[src/rtl/core/pdq_pkg.sv]
`default_nettype none
// ----------------------------------------------------------------------------
// pdq_pkg
// Shared types and constants of the priority deque: item layouts, op codes,
// result codes and the controller-to-datapath command and status groups.
// ----------------------------------------------------------------------------
package pdq_pkg;

    localparam int DEPTH   = 16;
    localparam int TAG_W   = 32;
    localparam int PRIO_W  = 16;
    localparam int COUNT_W = $clog2(DEPTH + 1);
    localparam int ADDR_W  = $clog2(DEPTH);

    localparam logic [2:0] OP_PUSH_FRONT = 3'd0;
    localparam logic [2:0] OP_PUSH_BACK  = 3'd1;
    localparam logic [2:0] OP_POP_FRONT  = 3'd2;
    localparam logic [2:0] OP_POP_BACK   = 3'd3;
    localparam logic [2:0] OP_CLEAR      = 3'd4;

    localparam logic [1:0] ST_OK    = 2'd0;
    localparam logic [1:0] ST_FULL  = 2'd1;
    localparam logic [1:0] ST_EMPTY = 2'd2;

    typedef struct packed {
        logic [2:0]               op;
        logic [TAG_W-1:0]         tag;
        logic signed [PRIO_W-1:0] priority_req;
    } pdq_req_t;

    typedef struct packed {
        logic [1:0]         status;
        logic [TAG_W-1:0]   popped_tag;
        logic [4:0]         entry_count;
    } pdq_rsp_t;

    typedef enum logic [2:0] {
        ACT_NONE,
        ACT_PUSH,
        ACT_POP_FRONT,
        ACT_POP_BACK,
        ACT_CLEAR
    } pdq_act_t;

    typedef struct packed {
        logic       load;
        logic       exec;
        pdq_act_t   action;
        logic [1:0] status;
    } pdq_cmd_t;

    typedef struct packed {
        logic [2:0] op;
        logic       tag_zero;
        logic       full;
        logic       empty;
    } pdq_stat_t;

endpackage
`default_nettype wire

[src/rtl/core/pdq_ctrl.sv]
`default_nettype none
// ----------------------------------------------------------------------------
// pdq_ctrl
// Two-state controller: captures an item, then decodes it against the store
// flags into one datapath action and a result code, and strobes the result.
// ----------------------------------------------------------------------------
module pdq_ctrl (
    input  wire logic              clk,
    input  wire logic              rst_n,
    input  wire logic              start,
    output logic                   busy,
    output logic                   done,
    input  wire pdq_pkg::pdq_stat_t stat,
    output pdq_pkg::pdq_cmd_t      cmd
);

    typedef enum logic [1:0] {
        S_IDLE = 2'b01,
        S_EXEC = 2'b10
    } state_t;

    state_t state_reg, state_next;
    logic   done_reg;

    always_comb
    begin
        state_next = state_reg;
        case (state_reg)
            S_IDLE:
            begin
                if (start)
                begin
                    state_next = S_EXEC;
                end
            end
            S_EXEC:  state_next = S_IDLE;
            default: state_next = S_IDLE;
        endcase
    end

    always_ff @(posedge clk or negedge rst_n)
    begin
        if (!rst_n)
        begin
            state_reg <= S_IDLE;
            done_reg  <= 1'b0;
        end
        else
        begin
            state_reg <= state_next;
            done_reg  <= (state_reg == S_EXEC);
        end
    end

    // action decode
    always_comb
    begin
        cmd.load   = (state_reg == S_IDLE) && start;
        cmd.exec   = (state_reg == S_EXEC);
        cmd.action = pdq_pkg::ACT_NONE;
        cmd.status = pdq_pkg::ST_OK;
        case (stat.op)
            pdq_pkg::OP_PUSH_FRONT, pdq_pkg::OP_PUSH_BACK:
            begin
                if (!stat.tag_zero)
                begin
                    if (stat.full)
                    begin
                        cmd.status = pdq_pkg::ST_FULL;
                    end
                    else
                    begin
                        cmd.action = pdq_pkg::ACT_PUSH;
                    end
                end
            end
            pdq_pkg::OP_POP_FRONT:
            begin
                if (stat.empty)
                begin
                    cmd.status = pdq_pkg::ST_EMPTY;
                end
                else
                begin
                    cmd.action = pdq_pkg::ACT_POP_FRONT;
                end
            end
            pdq_pkg::OP_POP_BACK:
            begin
                if (stat.empty)
                begin
                    cmd.status = pdq_pkg::ST_EMPTY;
                end
                else
                begin
                    cmd.action = pdq_pkg::ACT_POP_BACK;
                end
            end
            pdq_pkg::OP_CLEAR: cmd.action = pdq_pkg::ACT_CLEAR;
            default:           cmd.action = pdq_pkg::ACT_NONE;
        endcase
    end

    assign busy = (state_reg != S_IDLE);
    assign done = done_reg;

endmodule
`default_nettype wire

[src/rtl/core/pdq_dpath.sv]
`default_nettype none
// ----------------------------------------------------------------------------
// pdq_dpath
// Shifting row of tag/priority cells with the entry count. Every cell decides
// locally whether it holds, takes the new entry or takes its neighbor.
// ----------------------------------------------------------------------------
module pdq_dpath (
    input  wire logic              clk,
    input  wire logic              rst_n,
    input  wire logic              cfg_we,
    input  wire logic              cfg_wdata,
    input  wire pdq_pkg::pdq_req_t req,
    input  wire pdq_pkg::pdq_cmd_t cmd,
    output pdq_pkg::pdq_stat_t     stat,
    output pdq_pkg::pdq_rsp_t      rsp
);

    localparam int DEPTH   = pdq_pkg::DEPTH;
    localparam int COUNT_W = pdq_pkg::COUNT_W;
    localparam int ADDR_W  = pdq_pkg::ADDR_W;

    logic                             mode_reg;
    logic [COUNT_W-1:0]               count_reg, count_next;
    pdq_pkg::pdq_req_t                req_reg;
    pdq_pkg::pdq_rsp_t                rsp_reg;

    logic [pdq_pkg::TAG_W-1:0]        tag_reg  [DEPTH];
    logic [pdq_pkg::TAG_W-1:0]        tag_next [DEPTH];
    logic signed [pdq_pkg::PRIO_W-1:0] prio_reg  [DEPTH];
    logic signed [pdq_pkg::PRIO_W-1:0] prio_next [DEPTH];

    logic [DEPTH-1:0]                 keep;
    logic signed [pdq_pkg::PRIO_W-1:0] new_prio;
    logic [ADDR_W-1:0]                last_idx;
    logic [pdq_pkg::TAG_W-1:0]        popped;

    assign stat.op       = req_reg.op;
    assign stat.tag_zero = (req_reg.tag == '0);
    assign stat.full     = (count_reg == COUNT_W'(DEPTH));
    assign stat.empty    = (count_reg == '0);

    assign new_prio = mode_reg ? req_reg.priority_req : '0;
    assign last_idx = ADDR_W'(count_reg - COUNT_W'(1));

    // cells that stay put on a push; always a run from the front, since
    // deque-mode entries can leave the row out of priority order
    always_comb
    begin
        logic run;
        run = 1'b1;
        for (int i = 0; i < DEPTH; i++)
        begin
            if (mode_reg)
            begin
                run = run && (COUNT_W'(i) < count_reg)
                      && (prio_reg[i] >= req_reg.priority_req);
                keep[i] = run;
            end
            else if (req_reg.op == pdq_pkg::OP_PUSH_BACK)
            begin
                keep[i] = (COUNT_W'(i) < count_reg);
            end
            else
            begin
                keep[i] = 1'b0;
            end
        end
    end

    always_comb
    begin
        for (int i = 0; i < DEPTH; i++)
        begin
            tag_next[i]  = tag_reg[i];
            prio_next[i] = prio_reg[i];
        end
        count_next = count_reg;
        popped     = '0;
        case (cmd.action)
            pdq_pkg::ACT_PUSH:
            begin
                if (!keep[0])
                begin
                    tag_next[0]  = req_reg.tag;
                    prio_next[0] = new_prio;
                end
                for (int i = 1; i < DEPTH; i++)
                begin
                    if (!keep[i])
                    begin
                        if (keep[i-1])
                        begin
                            tag_next[i]  = req_reg.tag;
                            prio_next[i] = new_prio;
                        end
                        else
                        begin
                            tag_next[i]  = tag_reg[i-1];
                            prio_next[i] = prio_reg[i-1];
                        end
                    end
                end
                count_next = count_reg + COUNT_W'(1);
            end
            pdq_pkg::ACT_POP_FRONT:
            begin
                popped = tag_reg[0];
                for (int i = 0; i < DEPTH - 1; i++)
                begin
                    tag_next[i]  = tag_reg[i+1];
                    prio_next[i] = prio_reg[i+1];
                end
                count_next = count_reg - COUNT_W'(1);
            end
            pdq_pkg::ACT_POP_BACK:
            begin
                popped     = tag_reg[last_idx];
                count_next = count_reg - COUNT_W'(1);
            end
            pdq_pkg::ACT_CLEAR: count_next = '0;
            default:            count_next = count_reg;
        endcase
    end

    always_ff @(posedge clk or negedge rst_n)
    begin
        if (!rst_n)
        begin
            mode_reg  <= 1'b0;
            count_reg <= '0;
        end
        else
        begin
            if (cfg_we)
            begin
                mode_reg <= cfg_wdata;
            end
            if (cmd.exec)
            begin
                count_reg <= count_next;
            end
        end
    end

    always_ff @(posedge clk)
    begin
        if (cmd.load)
        begin
            req_reg <= req;
        end
        if (cmd.exec)
        begin
            for (int i = 0; i < DEPTH; i++)
            begin
                tag_reg[i]  <= tag_next[i];
                prio_reg[i] <= prio_next[i];
            end
            rsp_reg.status      <= cmd.status;
            rsp_reg.popped_tag  <= popped;
            rsp_reg.entry_count <= 5'(count_next);
        end
    end

    assign rsp = rsp_reg;

endmodule
`default_nettype wire

[src/rtl/core/priority_deque_unit.sv]
`default_nettype none
// An accepted item is captured in the idle state and executed in the exec state;
// its result strobes on done for one cycle right after that.
// The controller takes no new item until the current one has executed; the
// cell row inserts or shifts in place within the exec state.
// Reset clears the entry count, the controller and priority mode (deque mode);
// the cell contents are not cleared. The receiver cannot stall results.
// ----------------------------------------------------------------------------
// priority_deque_unit
// Bounded 16-entry queue of tags with signed priorities: ordered insertion
// (FIFO among equals) in priority mode, plain deque otherwise.
// ----------------------------------------------------------------------------
module priority_deque_unit (
    input  wire logic              clk,
    input  wire logic              rst_n,
    // command side: item taken when start && !busy
    input  wire logic              start,
    output logic                   busy,
    input  wire pdq_pkg::pdq_req_t req,
    // result side: one-cycle strobe, no back-pressure
    output logic                   done,
    output pdq_pkg::pdq_rsp_t      rsp,
    // priority_mode register
    input  wire logic              cfg_we,
    input  wire logic              cfg_wdata
);

    pdq_pkg::pdq_cmd_t  cmd;
    pdq_pkg::pdq_stat_t stat;

    // Controller: capture in idle, decode against full/empty and act in exec.
    pdq_ctrl u_ctrl (
        .clk   (clk),
        .rst_n (rst_n),
        .start (start),
        .busy  (busy),
        .done  (done),
        .stat  (stat),
        .cmd   (cmd)
    );

    // Datapath: the cell row, entry count, mode register and result register.
    pdq_dpath u_dpath (
        .clk       (clk),
        .rst_n     (rst_n),
        .cfg_we    (cfg_we),
        .cfg_wdata (cfg_wdata),
        .req       (req),
        .cmd       (cmd),
        .stat      (stat),
        .rsp       (rsp)
    );

    // An accepted item always produces its result strobe once it has executed.
    a_item_result: assert property (@(posedge clk) disable iff (!rst_n)
        (start && !busy) |-> ##2 done)
        else $error("accepted item produced no result");

    // Results appear only when the unit is ready for the next item.
    a_done_idle: assert property (@(posedge clk) disable iff (!rst_n)
        done |-> !busy)
        else $error("result strobe while busy");

    // The strobe is a single-cycle pulse.
    a_done_pulse: assert property (@(posedge clk) disable iff (!rst_n)
        done |=> !done)
        else $error("result strobe held over two cycles");

    // Reported count never exceeds the store size.
    a_count_bound: assert property (@(posedge clk) disable iff (!rst_n)
        done |-> (rsp.entry_count <= 5'(pdq_pkg::DEPTH)))
        else $error("entry count beyond depth");

endmodule
`default_nettype wire

[config.mk]
export PLATFORM = sky130hd
export DESIGN_NAME = priority_deque_unit
export DESIGN_NICKNAME = d
export VERILOG_FILES = /design/src/rtl/core/pdq_pkg.sv /design/src/rtl/core/pdq_ctrl.sv /design/src/rtl/core/pdq_dpath.sv /design/src/rtl/core/priority_deque_unit.sv
export SDC_FILE = /design/constraint.sdc
export NUM_CORES = 2
export LEC_CHECK = 0
export ABC_AREA = 1
export BUFFER_PORTS_ARGS = -buffer_cell sky130_fd_sc_hd__clkbuf_2
export CAP_MARGIN = 5
export CORE_ASPECT_RATIO = 1.5
export CORE_MARGIN = 4
export CORE_UTILIZATION = 50
export DETAILED_ROUTE_END_ITERATION = 10
export PLACE_DENSITY_LB_ADDON = 0.2
export SLEW_MARGIN = 20
export SYNTH_ARGS = -nofsm -noshare
export SYNTH_HDL_FRONTEND = slang
export SYNTH_SLANG_ARGS = --single-unit
[constraint.sdc]
create_clock -name clk -period 5.5 [get_ports clk]
set_clock_uncertainty 0.1 [all_clocks]
set_input_delay 0.55 -clock clk [delete_from_list [all_inputs] [get_ports clk]]
set_output_delay 0.55 -clock clk [all_outputs]
set_load 0.02 [all_outputs]
==> impl_results.md <==
- First-pass GRT wire length: 283000 µm
- Final-report setup violation count: 0
- Compound-cell area share of the yosys netlist: 22.6%
- FF+latch count, synth: 867
- Number of flops mapped to enable cells by yosys: 858
- Effective utilization at floorplan: 50.6%
- Drt via density: 6.29
- Origin of the worst min-delay path: req[9]
- DRC violations left: 0
- Proportion of netlist area held by the largest area contributor: 48.7%
- DPL Wire Length: 119000 µm
- Leak Pwr: 23.3 nW
- Clock root buffer: sky130_fd_sc_hd__clkbuf_16
- Share of synthesized cell area in full adder, half adder and majority cells: 6.12%
- Share of cell area taken by muxes after synthesis: 0%
- Synthesized netlist net count: 6599
- Clock Sink Count: 867
- Register area share after synthesis: 49.1%
- Antenna-violating nets left: 0
- Chip Width: 274 µm
- Final Slew Violations: 0
- Number of cell rows: 145
- Type of the tightest min-delay check: in2reg
- Maximum fanout along the worst path: 50
- Die H: 407 µm
- Max-Cap Viols: 0
- Kind of capture point of the worst setup path: flop
- Largest stage delay on the critical path: 500 ps
- Part of the cycle the worst path needs: 95.6%
- Type of the setup path with the least slack: reg2reg
- Top-count cell post-synth: sky130_fd_sc_hd__nand2_1
- Overall via count from detail_route: 48300
- Fillcell total: 9570
- Clock transition at the registers of the reported paths: 70 ps
- Total Die Area: 111000 µm²
- Number of clock buffers inserted by TritonCTS: 90
- Worst r2r path cells: 20
- Endpoint of the worst-slack reg-to-reg timing path: u_dpath.tag_reg[7][2]$_DFFE_PP_
- Maximum buffer depth of the clock tree: 3
- Area taken by multi-input logic gates: 22900 µm²
- Setup TNS Final: 0 ps
- Average wire per cell in the routed design: 24.8 µm
- Cell type with the highest aggregate area in the netlist: sky130_fd_sc_hd__edfxtp_1
- Cell chain of the critical path: ha_1 > nand2_1 > nor2_1 > nand2_1 > nand2_1 > nand2_1 > nand2_1 > nand2_1 > nand3_1 > nand2_1 > nor2_8 > nand4_4 > nor2_4 > inv_1 > nor2_2 > a21oi_4 > buf_4 > buf_4 > o211ai_1 > o21ai_0
- Maximum number of pins on one net before global-route repair: 207
- Distinct cells, synth: 49
- Fraction of layout cells with a size suffix above 1: 6.99%
- Vias in the first global route: 47000
- CP required: 5820 ps
- Power density over the cells: 381 nW/µm²
- TritonCTS clock tree: built
- Hold Crit Depth: 1
- Std-Cell Core Area: 105000 µm²
- Arrival time worst endpoint: 5580 ps
- Dominant combinational cell family by area after synthesis: compound AO/OA/AOI/OAI gates
- Hold endpoint: u_dpath.req_reg[9]$_DFFE_PP_
- Util after Layout: 55.8%
- Number of violations reported at the end of detailed-routing iteration 0: 6197
- Total grt overflow: 0
- Post-Syn Area: 52900 µm²
- Final estimated routing congestion in global placement: 0.923
- Parity-gate share of the synthesized area counting xor and xnor cells: 0.0827%
- Result of the run: finished clean
- Area used by sequential logic in the layout: 26000 µm²
- Source-to-sink clock delay at the later pin of the worst-skew pair: 710 ps
- Area fraction in and, or, nand and nor cells after synthesis: 14.0%
- Achievable Freq: 190 MHz
- Number of flip-flops in the largest register: 512
- Main synth FF type: sky130_fd_sc_hd__edfxtp_1
- Signed area change from the synthesized netlist to the final layout: 10.3%
- Synth cell count leaders: sky130_fd_sc_hd__nand2_1 (997), sky130_fd_sc_hd__o21ai_0 (995), sky130_fd_sc_hd__a21oi_1 (878)
- Peak supply drop: 0.557 mV
- Global Route Usage Sum: 33.4%
- Count of endpoints failing hold in the final timing report: 0
- Gate Count Post-Synth: 6284
- Total iterations of the first detailed-routing run: 8
- Most repeated library cell on the critical path: sky130_fd_sc_hd__nand2_1
- RSZ-0062 raised after global routing: false
- Layout Nets: 6508
- Routed Wire Length: 190000 µm
- Total I/O pin count: 97
- Critical Path Start Type: flop
- Worst Tran Pin Value: 1180 ps
- Proportion of synthesized flip-flops having asynchronous set or reset: 1.04%
- Per-instance average area after synthesis: 8.43 µm²
- Antenna violations before repair: 4
- Worst flop-to-flop path startpoint: u_dpath.prio_reg[1][7]$_DFFE_PP_
- Post-route minimum period: 5260 ps
- Final design area excluding fillers: 58400 µm²
- CTS H-tree depth: 3
- Port Buffer Count: 96
- Minimum setup slack among reg-to-reg paths: 240 ps
- Slowest stage cell, crit path: sky130_fd_sc_hd__nor2_4
- Worst relative slew slack: 20.9%
- Dominant cells by area after synthesis: sky130_fd_sc_hd__edfxtp_1 (49%), sky130_fd_sc_hd__o21ai_0 (9.4%), sky130_fd_sc_hd__a21oi_1 (8.3%), sky130_fd_sc_hd__nand2_1 (7.1%), sky130_fd_sc_hd__ha_1 (6.1%)
- Warnings, synthesis: 0
- Cell area reported after detailed placement: 55000 µm²
cell type report:
cell class              instances  area share [%]
repair buffers                283            3.98
clock buffers                 109            4.09
diodes                          9          0.0386
clock inverters                55           0.876
inverters                     664            4.30
flip-flops and latches        867            44.5
multi-input cells            4287            39.2
well taps                    1396            2.99
metrics by stage:
step           std cells  worst slack, ps  hold slack (ps)  total power [mW]
5_1_grt             7668             87.3             6.15              23.3
6_report            7670              242             32.8              22.3
4_1_cts             7660              396             1.58              22.1
3_5_place_dp        7452              399              361              15.8
3_3_place_gp        7451              493              366              15.7
2_1_floorplan       6284             60.6              154              13.1
how the worst max path moves through the flow:
stage	from	endpoint	slack, ps	depth (start not counted)
after floorplan	u_dpath.req_reg[15]$_DFFE_PP_	u_dpath.prio_reg[6][0]$_DFFE_PP_	60	20
after global placement	u_dpath.req_reg[6]$_DFFE_PP_	u_dpath.tag_reg[14][4]$_DFFE_PP_	490	24
after detailed placement	u_dpath.prio_reg[1][7]$_DFFE_PP_	u_dpath.tag_reg[14][11]$_DFFE_PP_	400	23
after CTS	u_dpath.prio_reg[1][7]$_DFFE_PP_	u_dpath.tag_reg[14][11]$_DFFE_PP_	400	23
after global routing	u_dpath.prio_reg[1][7]$_DFFE_PP_	u_dpath.tag_reg[14][11]$_DFFE_PP_	90	23
final	u_dpath.prio_reg[1][7]$_DFFE_PP_	u_dpath.tag_reg[7][2]$_DFFE_PP_	240	20
what timing repair did:
item / 4_1_cts / 5_1_grt
resized for setup: 0 / 0
endpoints found under the hold margin: 50 / 0
setup buffers: 0 / 0
hold buffers: 44 / 0
worst max-delay path: cells and delay by family, from the launching register on:
| family | cells | cell delay, ps |
|---|---|---|
| AO/OA/AOI/OAI | 3 | 540 |
| adder cells (fa/ha/maj) | 1 | 330 |
| buffers and inverters | 3 | 910 |
| flip-flops | 1 | 430 |
| AND/OR/NAND/NOR | 13 | 2630 |
cells in the final DEF (no fill, tap or decap), drive strengths merged, types with 8 or more instances in the layout:
master	n
buf	143
nand3	359
nor3	19
a21oi	878
bufinv	8
a22oi	25
ha	259
o21a	8
inv	660
dlygate4sd3	44
clkinv	49
o221ai	9
clkbuf	205
o211ai	174
edfxtp	858
nand2	1001
nand4	30
dfrtp	8
nor2	361
diode	9
o21ai	1026
a31oi	91
power breakdown:
part | internal, mW | switching [mW] | total [mW]
clock network | 3.47 | 2.80 | 6.27
registers | 7.68 | 0.152 | 7.84
logic | 2.29 | 5.86 | 8.15
total | 13.5 | 8.81 | 22.3
per-layer routing:
layer	global-route usage [%]	share of wire, %	vias up
met5	0	0.015	-
met4	24.6	8.5	4
met3	4.88	8.1	697
met2	56.4	48	2666
met1	38.7	35	23000
li1	-	-	21900
cell families (layout without fill, tap and decap cells):
logic type | count (synthesis) | in the layout
xor+xnor | 5 | 5
compound gates | 2236 | 2236
simple gates | 1787 | 1787
flops | 867 | 867
buf+inv | 1130 | 1111
other cells | 0 | 9
fa+ha+maj | 259 | 259
(Power assumes the default switching activity.)
